$ cat src/hdl/rc_pulse_width_decoder_macros.svh
// ----------------------------------------------------------------------------
// RC pulse width decoder assertion macros
// Concurrent check wrappers that can be compiled out with NO_ASSERTIONS.
// ----------------------------------------------------------------------------
`ifndef RC_PULSE_WIDTH_DECODER_MACROS_SVH
`define RC_PULSE_WIDTH_DECODER_MACROS_SVH

`ifndef NO_ASSERTIONS

// Same-cycle implication, disabled while reset is asserted
`define RCPWD_ASSERT_IMPLY(label, clk, rst_n, ante, cons, msg) \
	label: assert property (@(posedge clk) disable iff (!rst_n) (ante) |-> (cons)) \
		else $error(msg);

// Next-cycle implication, disabled while reset is asserted
`define RCPWD_ASSERT_NEXT(label, clk, rst_n, ante, cons, msg) \
	label: assert property (@(posedge clk) disable iff (!rst_n) (ante) |=> (cons)) \
		else $error(msg);

`else

`define RCPWD_ASSERT_IMPLY(label, clk, rst_n, ante, cons, msg)
`define RCPWD_ASSERT_NEXT(label, clk, rst_n, ante, cons, msg)

`endif

`endif

$ cat src/hdl/rcpwd_pkg.sv
// ----------------------------------------------------------------------------
// RC pulse width decoder package
// Shared types, register indexes, reset values and arithmetic constants.
// ----------------------------------------------------------------------------
package rcpwd_pkg;

	// Fine timer period is 2^FINE_PERIOD_BITS counts
	localparam int FINE_PERIOD_BITS = 9;
	localparam logic [15:0] FINE_PERIOD = 16'(1 << FINE_PERIOD_BITS);
	localparam logic [15:0] FINE_MASK   = 16'((1 << FINE_PERIOD_BITS) - 1);

	// Divide by 3 as multiply by ceil(2^17 / 3), exact for 16-bit operands
	localparam int          DIV3_SHIFT = 17;
	localparam logic [16:0] DIV3_RECIP = 17'd43691;

	localparam logic [7:0] COUNT_MAX = 8'd255;

	// Request codes
	typedef enum logic [1:0] {
		REQ_OVERFLOW = 2'd0,
		REQ_COARSE   = 2'd1,
		REQ_CAPTURE  = 2'd2
	} req_type_t;

	// Register indexes
	localparam logic [1:0] CFG_MATCH_WINDOW = 2'd0;
	localparam logic [1:0] CFG_ZERO_OFFSET  = 2'd1;
	localparam logic [1:0] CFG_VALID_LOW    = 2'd2;
	localparam logic [1:0] CFG_VALID_SPAN   = 2'd3;

	// Register reset values
	localparam logic [11:0] MATCH_WINDOW_RST = 12'd300;
	localparam logic [15:0] ZERO_OFFSET_RST  = 16'd3100;
	localparam logic [15:0] VALID_LOW_RST    = 16'd2701;
	localparam logic [15:0] VALID_SPAN_RST   = 16'd499;

	typedef struct packed {
		logic [11:0] match_window;
		logic [15:0] zero_offset;
		logic [15:0] valid_low;
		logic [15:0] valid_span;
	} rcpwd_cfg_t;

	// Measurement state seen by the width unit
	typedef struct packed {
		logic [7:0] overflow_count;
		logic [7:0] start_overflow;
		logic [8:0] start_time;
		logic [7:0] coarse_count;
	} rcpwd_meas_t;

endpackage

$ cat src/hdl/rcpwd_cfg.sv
// ----------------------------------------------------------------------------
// RC pulse width decoder configuration registers
// Write-only register file holding window, offset and valid range settings.
// ----------------------------------------------------------------------------
module rcpwd_cfg
	import rcpwd_pkg::*;
(
	input  logic        clk,
	input  logic        arst_n,
	input  logic        cfg_we,
	input  logic [1:0]  cfg_index,
	input  logic [15:0] cfg_data,
	output rcpwd_cfg_t  cfg
);

	rcpwd_cfg_t cfg_q;

	always_ff @(posedge clk or negedge arst_n) begin
		if (!arst_n) begin
			cfg_q.match_window <= MATCH_WINDOW_RST;
			cfg_q.zero_offset  <= ZERO_OFFSET_RST;
			cfg_q.valid_low    <= VALID_LOW_RST;
			cfg_q.valid_span   <= VALID_SPAN_RST;
		end else if (cfg_we) begin
			case (cfg_index)
				CFG_MATCH_WINDOW: cfg_q.match_window <= cfg_data[11:0];
				CFG_ZERO_OFFSET:  cfg_q.zero_offset  <= cfg_data;
				CFG_VALID_LOW:    cfg_q.valid_low    <= cfg_data;
				CFG_VALID_SPAN:   cfg_q.valid_span   <= cfg_data;
				default: ;
			endcase
		end
	end

	assign cfg = cfg_q;

endmodule

$ cat src/hdl/rcpwd_width.sv
// ----------------------------------------------------------------------------
// RC pulse width decoder width unit
// Forms the raw width, corrects it against the coarse count, divides by 3.
// ----------------------------------------------------------------------------
module rcpwd_width
	import rcpwd_pkg::*;
(
	input  rcpwd_meas_t  meas,
	input  logic [8:0]   capture_time,
	input  logic [11:0]  match_window,
	output logic [14:0]  width_div3
);

	logic [15:0] cap;
	logic [15:0] delta_w;
	logic [15:0] w0;
	logic [15:0] coarse;
	logic [15:0] hi;
	logic [15:0] lo;
	logic [15:0] wm1, wm2, wp1, wp2;
	logic        a0, a1, a2, b0, b1, b2;
	logic [15:0] w_fix;
	logic [32:0] prod;

	always_comb begin
		cap     = {7'd0, capture_time} & FINE_MASK;
		delta_w = 16'({8'd0, 8'(meas.overflow_count - meas.start_overflow)} << FINE_PERIOD_BITS);
		w0      = delta_w + cap - {7'd0, meas.start_time};
		coarse  = {2'd0, meas.coarse_count, 6'd0};
		hi      = coarse + {4'd0, match_window};
		lo      = coarse - {4'd0, match_window};

		// All correction candidates in parallel, then pick
		wm1 = w0 - FINE_PERIOD;
		wm2 = w0 - {FINE_PERIOD[14:0], 1'b0};
		wp1 = w0 + FINE_PERIOD;
		wp2 = w0 + {FINE_PERIOD[14:0], 1'b0};
		a0  = hi < w0;
		a1  = hi < wm1;
		a2  = hi < wm2;
		b0  = lo > w0;
		b1  = lo > wp1;
		b2  = lo > wp2;

		if (a0) begin
			if (!a1)      w_fix = wm1;
			else if (!a2) w_fix = wm2;
			else          w_fix = coarse;
		end else if (b0) begin
			if (!b1)      w_fix = wp1;
			else if (!b2) w_fix = wp2;
			else          w_fix = coarse;
		end else begin
			w_fix = w0;
		end

		prod       = {17'd0, w_fix} * {16'd0, DIV3_RECIP};
		width_div3 = prod[DIV3_SHIFT +: 15];
	end

endmodule

$ cat src/hdl/rcpwd_filter.sv
// ----------------------------------------------------------------------------
// RC pulse width decoder filter
// Counts in-range widths, removes the offset and applies the 3/4 IIR filter.
// ----------------------------------------------------------------------------
module rcpwd_filter
	import rcpwd_pkg::*;
(
	input  logic [14:0] width_div3,
	input  rcpwd_cfg_t  cfg,
	input  logic [7:0]  good_count,
	input  logic [13:0] filtered_value,
	output logic [7:0]  good_count_nxt,
	output logic [13:0] filtered_nxt
);

	logic [15:0] w;
	logic [15:0] rel;
	logic [15:0] clamped;
	logic [15:0] x;
	logic [15:0] sum;

	always_comb begin
		w   = {1'b0, width_div3};
		rel = w - cfg.valid_low;
		if (good_count != COUNT_MAX && rel < cfg.valid_span) begin
			good_count_nxt = good_count + 8'd1;
		end else begin
			good_count_nxt = good_count;
		end

		clamped      = (w < cfg.zero_offset) ? cfg.zero_offset : w;
		x            = clamped - cfg.zero_offset;
		// 3*f + x, wrapping at 16 bits
		sum          = {1'b0, filtered_value, 1'b0} + {2'd0, filtered_value} + x;
		filtered_nxt = sum[15:2];
	end

endmodule

$ cat src/hdl/rc_pulse_width_decoder.sv
// ----------------------------------------------------------------------------
// RC pulse width decoder
// Measures RC servo pulse widths from timer events and filters the command.
// ----------------------------------------------------------------------------
// Each input word is an event: a fine timer overflow tick, a coarse 8 us tick
// or a capture edge with a 9-bit timestamp. Capture edges alternate between
// rising and falling. A falling edge produces a new width, corrected against
// the coarse count, divided by 3, checked against the valid range and passed
// through the 3/4 IIR filter after offset removal. Every input word yields
// exactly one output word carrying the current filtered value, the saturating
// valid count and a flag for a fresh value. The block takes one word per
// clock unless the result register stalls: each word is held in the input
// register while the width and filter logic updates the state and loads the
// result register. A stalled result register holds the input register,
// which then raises in_stall. Configuration writes take effect on the next
// clock; there is no read-back.
// ----------------------------------------------------------------------------
`include "rc_pulse_width_decoder_macros.svh"

module rc_pulse_width_decoder
	import rcpwd_pkg::*;
(
	input  logic        clk,
	input  logic        arst_n,

	input  logic        in_valid,
	output logic        in_stall,
	input  logic [1:0]  req_type,
	input  logic [8:0]  capture_time,

	output logic        out_valid,
	input  logic        out_stall,
	output logic [13:0] pulse_value,
	output logic [7:0]  valid_count,
	output logic        new_value,

	input  logic        cfg_we,
	input  logic [1:0]  cfg_index,
	input  logic [15:0] cfg_data
);

	rcpwd_cfg_t  cfg;

	// Input register
	logic        valid_s1;
	logic [1:0]  type_s1;
	logic [8:0]  cap_s1;

	// Decoder state
	logic [7:0]  overflow_count_q;
	logic [7:0]  start_overflow_q;
	logic [8:0]  start_time_q;
	logic        expect_falling_q;
	logic [7:0]  coarse_count_q;
	logic [13:0] filtered_q;
	logic [7:0]  good_count_q;

	// Result register
	logic        out_valid_q;
	logic [13:0] pulse_value_q;
	logic [7:0]  valid_count_q;
	logic        new_value_q;

	logic        fire_s1;
	logic        is_capture;
	logic        falling;
	rcpwd_meas_t meas;
	logic [14:0] width_div3;
	logic [7:0]  good_count_nxt;
	logic [13:0] filtered_nxt;

	rcpwd_cfg u_cfg (
		.clk       (clk),
		.arst_n    (arst_n),
		.cfg_we    (cfg_we),
		.cfg_index (cfg_index),
		.cfg_data  (cfg_data),
		.cfg       (cfg)
	);

	// Advance the input stage unless a finished word is still waiting
	assign fire_s1    = valid_s1 && !(out_valid_q && out_stall);
	assign in_stall   = valid_s1 && out_valid_q && out_stall;
	assign is_capture = (type_s1 == REQ_CAPTURE);
	assign falling    = is_capture && expect_falling_q;

	assign meas.overflow_count = overflow_count_q;
	assign meas.start_overflow = start_overflow_q;
	assign meas.start_time     = start_time_q;
	assign meas.coarse_count   = coarse_count_q;

	rcpwd_width u_width (
		.meas         (meas),
		.capture_time (cap_s1),
		.match_window (cfg.match_window),
		.width_div3   (width_div3)
	);

	rcpwd_filter u_filter (
		.width_div3     (width_div3),
		.cfg            (cfg),
		.good_count     (good_count_q),
		.filtered_value (filtered_q),
		.good_count_nxt (good_count_nxt),
		.filtered_nxt   (filtered_nxt)
	);

	// Input register: load whenever it is free or draining this cycle
	always_ff @(posedge clk or negedge arst_n) begin
		if (!arst_n) begin
			valid_s1 <= 1'b0;
		end else if (!in_stall) begin
			valid_s1 <= in_valid;
		end
	end

	always_ff @(posedge clk) begin
		if (in_valid && !in_stall) begin
			type_s1 <= req_type;
			cap_s1  <= capture_time;
		end
	end

	// State update, one event per advancing word
	always_ff @(posedge clk or negedge arst_n) begin
		if (!arst_n) begin
			overflow_count_q <= '0;
			start_overflow_q <= '0;
			start_time_q     <= '0;
			expect_falling_q <= 1'b0;
			coarse_count_q   <= '0;
			filtered_q       <= '0;
			good_count_q     <= '0;
		end else if (fire_s1) begin
			case (type_s1)
				REQ_OVERFLOW: begin
					overflow_count_q <= overflow_count_q + 8'd1;
				end
				REQ_COARSE: begin
					coarse_count_q <= coarse_count_q + 8'd1;
				end
				REQ_CAPTURE: begin
					if (!expect_falling_q) begin
						// Rising edge: mark the start of the pulse
						start_overflow_q <= overflow_count_q;
						start_time_q     <= 9'(({7'd0, cap_s1} & FINE_MASK));
						coarse_count_q   <= '0;
						expect_falling_q <= 1'b1;
					end else begin
						// Falling edge: commit the new measurement
						expect_falling_q <= 1'b0;
						good_count_q     <= good_count_nxt;
						filtered_q       <= filtered_nxt;
					end
				end
				default: ;
			endcase
		end
	end

	// Result register: drop the word once taken, load a new one on advance
	always_ff @(posedge clk or negedge arst_n) begin
		if (!arst_n) begin
			out_valid_q <= 1'b0;
		end else if (fire_s1) begin
			out_valid_q <= 1'b1;
		end else if (!out_stall) begin
			out_valid_q <= 1'b0;
		end
	end

	always_ff @(posedge clk) begin
		if (fire_s1) begin
			pulse_value_q <= falling ? filtered_nxt : filtered_q;
			valid_count_q <= falling ? good_count_nxt : good_count_q;
			new_value_q   <= falling;
		end
	end

	assign out_valid   = out_valid_q;
	assign pulse_value = pulse_value_q;
	assign valid_count = valid_count_q;
	assign new_value   = new_value_q;

	// Stall only when a word waits in the input register
	`RCPWD_ASSERT_IMPLY(a_stall_needs_word, clk, arst_n, in_stall, valid_s1 && out_valid_q, "input stall without a waiting word")

	// Every capture edge flips the edge expectation
	`RCPWD_ASSERT_NEXT(a_edge_toggle, clk, arst_n, fire_s1 && is_capture, expect_falling_q != $past(expect_falling_q), "capture edge did not toggle edge state")

	// The valid count never moves backward
	`RCPWD_ASSERT_NEXT(a_count_mono, clk, arst_n, 1'b1, good_count_q >= $past(good_count_q), "valid count decreased")

endmodule
$ cat config.mk
export PLATFORM = sky130hd
export DESIGN_NAME = rc_pulse_width_decoder
export DESIGN_NICKNAME = d
export VERILOG_FILES = /design/src/hdl/rcpwd_pkg.sv /design/src/hdl/rcpwd_cfg.sv /design/src/hdl/rcpwd_width.sv /design/src/hdl/rcpwd_filter.sv /design/src/hdl/rc_pulse_width_decoder.sv
export VERILOG_INCLUDE_DIRS = /design/src /design/src/hdl
export SDC_FILE = /design/constraint.sdc
export NUM_CORES = 1
export LEC_CHECK = 0
export ABC_AREA = 1
export BUFFER_PORTS_ARGS = -buffer_cell sky130_fd_sc_hd__buf_2
export CAP_MARGIN = 20
export CORE_MARGIN = 10
export CORE_UTILIZATION = 59
export CTS_CLUSTER_DIAMETER = 200
export DETAILED_ROUTE_END_ITERATION = 16
export PLACE_DENSITY = 0.77
export SLEW_MARGIN = 10
export SYNTH_ARGS = -nofsm -noshare
export SYNTH_HDL_FRONTEND = slang
export SYNTH_SLANG_ARGS = --single-unit
$ cat constraint.sdc
create_clock -name clk -period 19.24 [get_ports clk]
set_clock_uncertainty 0.2 [all_clocks]
set_input_delay 1.924 -clock clk [delete_from_list [all_inputs] [get_ports clk]]
set_output_delay 1.924 -clock clk [all_outputs]
set_load 0.01 [all_outputs]
; Word-level counts from Yosys, hierarchy flattened
; Cells that the tools add are included.
[totals]
reg_bits = 151
word_cells = 88
inputBits = 34
romBits = 0
memories = 0
latch_bits = 0
ram_bits = 0
[classes]
n_reduce_logical = 21
addsub = 16
n_mul = 1
n_shift = 0
mux = 15
magnitude_cmp = 8
eq_ne = 8
bitwise = 1
div = 0
[op_table]
columns = cell, count
row1 = two-way mux 16 bit, 7
row2 = less-than comparator 16 bit, 4
row3 = > comparator 16 bit, 3
row4 = multiplier 16 x 16 -> 32 bit (second input constant), 1
row5 = adder 8 x 1 -> 8 bit (second input constant), 3
row6 = two-way mux 8 bit, 3
row7 = adder 15 x 14 -> 16 bit, 1
row8 = adder 16 x 10 -> 16 bit (second input constant), 1
row9 = adder 16 x 11 -> 16 bit (second input constant), 1
row10 = adder 16 bit, 1
row11 = adder 16 x 9 -> 16 bit, 1
row12 = less-than comparator 15 x 16 -> 1 bit, 1
row13 = case mux 8 bit (2 select lines), 1
row14 = subtractor 15 x 16 -> 16 bit, 1
row15 = subtractor 16 x 10 -> 16 bit (second input constant), 1
row16 = subtractor 16 x 11 -> 16 bit (second input constant), 1
row17 = subtractor 16 bit, 1
row18 = subtractor 16 x 9 -> 16 bit, 1
row19 = adder 14 x 12 -> 15 bit, 1
row20 = subtractor 14 x 12 -> 15 bit, 1
row21 = two-way mux 14 bit, 1
row22 = AND reduction 2 bit, 6
row23 = AND reduction 3 bit, 3
row24 = inequality test 8 bit (second input constant), 1
row25 = other kinds (11), 24

; Longest topological paths before layout
; Gate-level depths: netlist of the first run.
[depth]
word_depth = 15
mapped_depth = 93
mapped_depth_nobuf = 92

; By module
; Synthesis of the first run repeated with hierarchy kept, for this count alone.
[hier_totals]
hier_cells = 2386
area_unflattened_um2 = 18702.9
[modules_own_cells]
columns = mod, cells_per_inst, seq_area_each_um2, area_each_um2, instances
row1 = rcpwd_width, 1256, 0.0, 8916.1, 1
row2 = rc_pulse_width_decoder, 383, 2472.4, 3936.3, 1
row3 = rcpwd_filter, 478, 0.0, 3215.6, 1
row4 = rcpwd_cfg, 269, 1529.0, 2635.0, 1

; Worst setup path before layout of the first run
; OpenSTA, ideal clock, no wires.
[synth_path]
kind = reg-to-reg
from = register overflow_count_q[0]
to = register pulse_value_q[13], in the netlist pulse_value[13], data pin
synth_period_minus_slack_ns = 13.822
arrival_time_ns = 13.358
stages_incl_launch_ff = 84
setup_ns = 0.264
slack_ns = 5.418
path_cell_list = dfrtp_1 > inv_1 > ha_1 > inv_1 > fa_1 > inv_1 > nand4_1 > nor2_1 > nand2_1 > nand4_1 > nand2_2 > inv_1 > ha_1 > inv_1 > nor3_1 > nand2_1 > xor2_1 > ha_1 > (+48 left out) > o21bai_1 > a21o_1 > a21oi_1 > inv_1 > nand2_1 > inv_1 > nor2_1 > nor2_1 > nor2_1 > o31ai_1 > nand2_1 > inv_1 > nor2_1 > nor2_1 > nor2_1 > xor2_1 > nand2_1 > o21ai_0
[synth_between]
elab_chain_len = 15
elab_cells_between_ends = 25
cone_classes = add/sub (9) / mul (1) / order compare (7) / mux (8)
[synth_lines]
columns = element, line
row1 = start: declaration, rc_pulse_width_decoder.sv:50  ; logic [7:0] overflow_count_q;
row2 = start signal: assignment, rc_pulse_width_decoder.sv:137  ; overflow_count_q <= overflow_count_q + 8'd1;
row3 = subtractor 7 bit *, rcpwd_width.sv:27  ; delta_w = 16'({8'd0, 8'(meas.overflow_count - meas.start_overflow)} << FINE_PERIOD_BITS);
row4 = adder 16 x 9 -> 16 bit *, rcpwd_width.sv:28  ; w0 = delta_w + cap - {7'd0, meas.start_time};
row5 = subtractor 16 x 9 -> 16 bit *, rcpwd_width.sv:28
row6 = adder 16 x 11 -> 16 bit, rcpwd_width.sv:37  ; wp2 = w0 + {FINE_PERIOD[14:0], 1'b0};
row7 = > comparator 16 bit, rcpwd_width.sv:43  ; b2 = lo > wp2;
row8 = two-way mux 16 bit, rcpwd_width.sv:51  ; else if (!b2) w_fix = wp2;
row9 = two-way mux 16 bit, rcpwd_width.sv:50  ; if (!b1) w_fix = wp1;
row10 = two-way mux 16 bit, rcpwd_width.sv:49  ; end else if (b0) begin
row11 = two-way mux 16 bit *, rcpwd_width.sv:45  ; if (a0) begin
row12 = multiplier 16 x 16 -> 32 bit *, rcpwd_width.sv:57  ; prod = {17'd0, w_fix} * {16'd0, DIV3_RECIP};
row13 = less-than comparator 15 x 16 -> 1 bit, rcpwd_filter.sv:31  ; clamped = (w < cfg.zero_offset) ? cfg.zero_offset : w;
row14 = two-way mux 16 bit *, rcpwd_filter.sv:31
row15 = subtractor 16 bit *, rcpwd_filter.sv:32  ; x = clamped - cfg.zero_offset;
row16 = adder 16 bit *, rcpwd_filter.sv:34  ; sum = {1'b0, filtered_value, 1'b0} + {2'd0, filtered_value} + x;
row17 = two-way mux 14 bit *, rc_pulse_width_decoder.sv:174  ; pulse_value_q <= falling ? filtered_nxt : filtered_q;
row18 = end signal: assignment, rc_pulse_width_decoder.sv:174
row19 = end: declaration, rc_pulse_width_decoder.sv:60  ; logic [13:0] pulse_value_q;
; Every way passes the cells marked *; elsewhere a longest branch is shown, timed or not.
; A chain may end at the register's enable or synchronous reset.

; Final worst setup path of the first run
; Same ends and word-level chain as after synthesis.

==> impl_metrics.env, run 1 <==
export IMPL_status="finished clean"
export IMPL_synthCells=2149
export IMPL_crit_type="reg2reg"
export IMPL_antenna_found_initial=0
export IMPL_fin_nets=2624
export IMPL_dr_pass1_iters=5
export IMPL_cts_buffer_depth=2
export IMPL_grt_pass1_wl_mm=69.30
export IMPL_fp_row_count=62
export IMPL_drc_errors=0
export IMPL_drv_slew=0
export IMPL_n_antenna_cell=0
export IMPL_place_gp_congestion=0.9671
export IMPL_tns_ns=0
export IMPL_vias_per_cell=5.333
export IMPL_fp_dieH_um=190.6
export IMPL_synth_area_leader_cell="ha_1"
export IMPL_drv_cap=0
export IMPL_syn_nets=2569
export IMPL_max_slew_worst_pin_slew_ns=0.9853
export IMPL_port_buffers=58
export IMPL_synthToLayoutAreaGrowth_pct=7.932
export IMPL_holdCritPathClass="reg2reg"
export IMPL_path_clk_slew_ns=0.06
export IMPL_postCtsHoldBufs=0
export IMPL_grtUsageMet1=0.2900
export IMPL_synth_area_um2=17160
export IMPL_use_met2=0.4128
export IMPL_fp_dieArea_um2=36310
export IMPL_crit_fanout=25
export IMPL_via_count=13871
export IMPL_cpMostUsedCell="inv_1"
export IMPL_drtIter0Drc=772
export IMPL_syn_avg_cell_area_um2=7.986
export IMPL_crit_path_max_incr_delay_ns=0.53
export IMPL_setup_viol=0
export IMPL_start_util=0.5980
export IMPL_synth_distinct_cells=56
export IMPL_gr_total_overflow=0
export IMPL_crit_required_ns=19.22
export IMPL_clkSinkCount=150
export IMPL_top_usage_layer="met2"
export IMPL_layout_drive_gt1_share=0.07803
export IMPL_cp_end_kind="flip-flop"
export IMPL_coreArea_um2=28700
export IMPL_clock_latency_ns=0.44
export IMPL_cts_buffers=17
export IMPL_drt_total_wl_mm=41.24
export IMPL_antenna_left=0
export IMPL_grt_pass1_vias=14250
export IMPL_grt_setup_unrepaired="no"
export IMPL_crit_slowest_cell="fa_1"
export IMPL_max_slew_margin_rel=0.3413
export IMPL_start_kind="flip-flop"
export IMPL_cts_root_buffer="clkbuf_16"
export IMPL_wl_per_cell_um=15.86
export IMPL_fin_crit_sh=0.8236
export IMPL_gr_usage_all_layers=0.2348
export IMPL_die_w_um=190.6
export IMPL_cts_max_level=4
export IMPL_hold_viol=0
export IMPL_yosysSeqAreaShare=0.2302
export IMPL_crit_arrival_ns=15.83
export IMPL_hpwl_mm=34.15
export IMPL_post_cts_buffers=0
export IMPL_yosys_area_top_type_share=0.2012
export IMPL_min_period_ns=15.85
export IMPL_grt_start_max_net_pins=67
export IMPL_tritoncts="yes"
export IMPL_layout_commonest_cell="inv_1"
export IMPL_yosys_top_cells_area="ha_1, dfrtp_1, fa_1"
export IMPL_cts_resized=0
export IMPL_max_freq_mhz=63.11
export IMPL_ys_seq_elements=150
export IMPL_use_met3=0.03018
export IMPL_io_pins=59
export IMPL_yosysWarnings=0
export IMPL_layout_common_cells="inv_1, nand2_1, ha_1"
[worst paths after layout]
| path | startpoint | endpoint | slack (ns) | depth (start not counted) |
|---|---|---|---|---|
| min in group asynchronous | arst_n | good_count_q[5] | 1.30 | 1 |
| setup / recovery | overflow_count_q[0] | pulse_value[13] | 3.39 | 86 |
| max in group asynchronous | arst_n | overflow_count_q[3] | 16.24 | 2 |
| setup reg to reg | overflow_count_q[0] | pulse_value[13] | 3.39 | 86 |
| hold / removal | valid_s1 | out_valid | 0.28 | 2 |
| hold reg to reg | valid_s1 | out_valid | 0.28 | 2 |
[flip-flops by register name (all words and copies together) (netlist names)]
| signal | cells |
|---|---|
| u_cfg.cfg | 60 |
| cap_s1 | 9 |
| new_value | 1 |
| expect_falling_q | 1 |
| valid_count | 8 |
| valid_s1 | 1 |
| start_overflow_q | 7 |
| good_count_q | 8 |
| type_s1 | 2 |
| out_valid | 1 |
| overflow_count_q | 7 |
| pulse_value | 14 |
| start_time_q | 9 |
| coarse_count_q | 8 |
| filtered_q | 14 |
[synthesized netlist by cell type, drive strengths merged]
cell type,instances
a21o,2
o21ai,169
edfxtp,34
o31ai,4
clkinv,4
o221a,1
o21a,9
fa,110
a221oi,4
a21boi,6
a211oi,4
nand2,432
and2,3
nor3,21
ha,276
o22ai,3
o211ai,7
xnor2,18
o2111ai,1
a31oi,4
o21bai,13
a21oi,106
nand3b,4
a32oi,3
clkbuf,21
dfstp,22
xor2,77
a22oi,1
nor2,96
nand3,67
buf,8
nand4,20
dfrtp,94
inv,490
o221ai,4
nor4,8
or2,3
[through the flow]
stage / instances / utilization / setup slack (ns) / instance area, um^2 / hold slack [ns]
after floorplan: 2149 / - / 5.418 / 17160 / 0.2340
after global placement: 2567 / 0.6225 / 3.948 / 17870 / 0.2495
after detailed placement: 2568 / 0.6226 / 3.553 / 17870 / 0.2601
after CTS: 2600 / 0.6449 / 3.497 / 18510 / 0.2782
after global routing: 2601 / 0.6454 / 1.805 / 18520 / 0.3122
final: 2601 / 0.6454 / 3.394 / 18520 / 0.2808
[cells by family (layout without fill, tap and decap cells)]
| group | count (synthesis) | in the layout | synth area share |
|---|---|---|---|
| AO/OA/AOI/OAI | 341 | 341 | 0.1114 |
| XOR/XNOR | 95 | 95 | 0.04935 |
| adder cells (fa/ha/maj) | 386 | 386 | 0.3295 |
| buffers and inverters | 523 | 591 | 0.1146 |
| flip-flops | 150 | 150 | 0.2302 |
| AND/OR/NAND/NOR | 654 | 654 | 0.1649 |
[routing by layer]
layer	vias up	share of wire
li1	6937	-
met1	6581	0.44
met2	272	0.50
met3	81	0.033
met4	0	0.032
met5	-	0
[critical path: cells and delay by family (launching register included)]
family,cells,cell delay [ns]
DFF,1,0.38
AOI/OAI and AO/OA,20,3.62
adders and majority gates,14,5.27
and+or+nand+nor,33,4.12
xor gates and xnor gates,3,0.48
buffers and inverters,16,1.51
[area by class of cell]
type                       instances  area [um^2]
tap                              384        480.5
sequential                       150         3951
clock inverter                    14        198.9
clock buffer                      18        439.2
inverter                         494         1854
fill                            2510        10180
timing repair buffer              65        350.3
multi-input combinational       1476        11250
Power of run 1 is not shown: default switching activity piles up to over one toggle a cycle in this logic, so the estimate is an artifact.
==> run 2, diff against run 1 <==
Settings changed: PLACE_DENSITY 0.77 to 0.8.
Clock period 19.24 ns to 14.4 ns, I/O delays scaled along.
==> run 2 against run 1 <==
Against the previous run:
- routed wire length up 5.3%
- global-route usage up 0.46 points
- setup slack worse by 3.1 ns
- register-to-register slack worse by 3.1 ns
- first-iteration DRC count up 13%
- flip-flop and latch count unchanged
- core utilization up 4.1 points
- sequential share of layout area down 1.3 points
- critical path depth up 3
- largest cell class unchanged
==> impl_metrics.env, run 2 (synthesized netlist as in run 1, its figures left out) <==
export IMPL_crit_slowest_cell="fa_1"
export IMPL_cpMostUsedCell="inv_1"
export IMPL_status="finished clean"
export IMPL_cp_end_kind="flip-flop"
export IMPL_hpwl_mm=34.63
export IMPL_crit_required_ns=14.39
export IMPL_fp_dieArea_um2=36310
export IMPL_start_util=0.5980
export IMPL_n_antenna_cell=0
export IMPL_layout_commonest_cell="inv_1"
export IMPL_wl_per_cell_um=16.14
export IMPL_crit_path_max_incr_delay_ns=0.57
export IMPL_tritoncts="yes"
export IMPL_path_clk_slew_ns=0.08
export IMPL_r2r_cells=89
export IMPL_largest_reg_flops=60
export IMPL_hold_viol=0
export IMPL_fin_crit_sh=0.9830
export IMPL_crit_arrival_ns=14.14
export IMPL_drtIter0Drc=876
export IMPL_tns_ns=0
export IMPL_cts_buffer_depth=2
export IMPL_setup_viol=0
export IMPL_clock_latency_ns=0.44
export IMPL_fin_nets=2713
export IMPL_cts_root_buffer="clkbuf_16"
export IMPL_crit_fanout=5
export IMPL_grt_start_max_net_pins=66
export IMPL_drv_cap=0
export IMPL_port_buffers=58
export IMPL_grt_setup_unrepaired="yes"
export IMPL_coreArea_um2=28700
export IMPL_gr_usage_all_layers=0.2393
export IMPL_crit_type="reg2reg"
export IMPL_postCtsHoldBufs=0
export IMPL_via_count=14499
export IMPL_gr_total_overflow=0
export IMPL_start_kind="flip-flop"
export IMPL_grt_pass1_wl_mm=70.79
export IMPL_antenna_found_initial=0
export IMPL_cts_max_level=4
export IMPL_drt_total_wl_mm=43.42
export IMPL_layout_drive_gt1_share=0.1552
export IMPL_max_slew_worst_pin_slew_ns=0.9576
export IMPL_grt_pass1_vias=14676
export IMPL_drv_slew=0
export IMPL_fp_row_count=62
export IMPL_place_gp_congestion=0.9817
export IMPL_synthToLayoutAreaGrowth_pct=14.78
export IMPL_whs_path_depth=2
export IMPL_die_w_um=190.6
export IMPL_max_slew_margin_rel=0.3598
export IMPL_layout_common_cells="inv_1, nand2_1, ha_1"
export IMPL_holdCritPathClass="reg2reg"
export IMPL_max_freq_mhz=70.64
export IMPL_drc_errors=0
export IMPL_dr_pass1_iters=5
export IMPL_antenna_left=0
export IMPL_cts_buffers=17
export IMPL_io_pins=59
export IMPL_fp_dieH_um=190.6
export IMPL_min_period_ns=14.16
export IMPL_vias_per_cell=5.390
export IMPL_clkSinkCount=150
-- run 2: cell types whose count changed in the layout (fill, tap and decap cells not counted), sizes merged --
cell and change:
buf +88, clkinv +8, bufinv -4, clkinvlp -4, clkbuf -1, inv +1
nand2 +1
-- run 2: final cells by class --
cell class | count | area [um^2]
inverter | 494 | 1861
tap | 384 | 480.5
timing repair buffer | 153 | 1021
multi-input combinational | 1477 | 11770
fill | 2309 | 9002
sequential | 150 | 3951
clock buffer | 17 | 425.4
clock inverter | 15 | 187.7
-- run 2: path summary, 6_finish.rpt --
check	endpoint	slack [ns]	startpoint
max	pulse_value[13]	0.24	overflow_count_q[0]
min reg2reg	start_time_q[6]	0.28	cap_s1[6]
min	start_time_q[6]	0.28	cap_s1[6]
max reg2reg	pulse_value[13]	0.24	overflow_count_q[0]
max in group asynchronous	overflow_count_q[5]	11.86	arst_n
min in group asynchronous	good_count_q[5]	0.82	arst_n
-- run 2: stage by stage --
| step | hold slack (ns) | std cells | utilization | setup WS, ns | instance area, um^2 |
|---|---|---|---|---|---|
| 2_1_floorplan | 0.2340 | 2149 | - | 0.5784 | 17160 |
| 3_3_place_gp | 0.2480 | 2619 | 0.6361 | -0.1964 | 18260 |
| 3_5_place_dp | 0.2730 | 2619 | 0.6361 | -0.5342 | 18260 |
| 4_1_cts | 0.2855 | 2657 | 0.6611 | 0.001763 | 18970 |
| 5_1_grt | 0.3109 | 2690 | 0.6864 | -0.6507 | 19700 |
| 6_report | 0.2845 | 2690 | 0.6864 | 0.2444 | 19700 |
-- run 2: critical path, delay by kind of cell, from the launching register on --
kind                     cells  cell delay [ns]
buffers and inverters       22             1.78
adder cells (fa/ha/maj)     14             5.02
flip-flops                   1             0.41
AO/OA/AOI/OAI               19             2.72
AND/OR/NAND/NOR             31             3.22
XOR/XNOR                     3             0.52
-- run 2: what timing repair did --
action                                 4_1_cts  5_1_grt
setup endpoints to repair                    7       23
buffers inserted                             6       31
cloned                                       0        1
endpoints found under the hold margin        0        0
gates resized for setup                     17      100
pin swaps                                    6       50
-- run 2: layer usage --
layer / wire, um / track usage / share of wire / up-vias
met5: 0 / 0 / 0 / -
met4: 1593 / 0.08631 / 0.037 / 0
met3: 1928 / 0.03566 / 0.044 / 100
met2: 21860 / 0.4212 / 0.50 / 398
met1: 18040 / 0.2911 / 0.42 / 6893
li1: - / - / - / 7108
Power of run 2 is left out for the same reason.
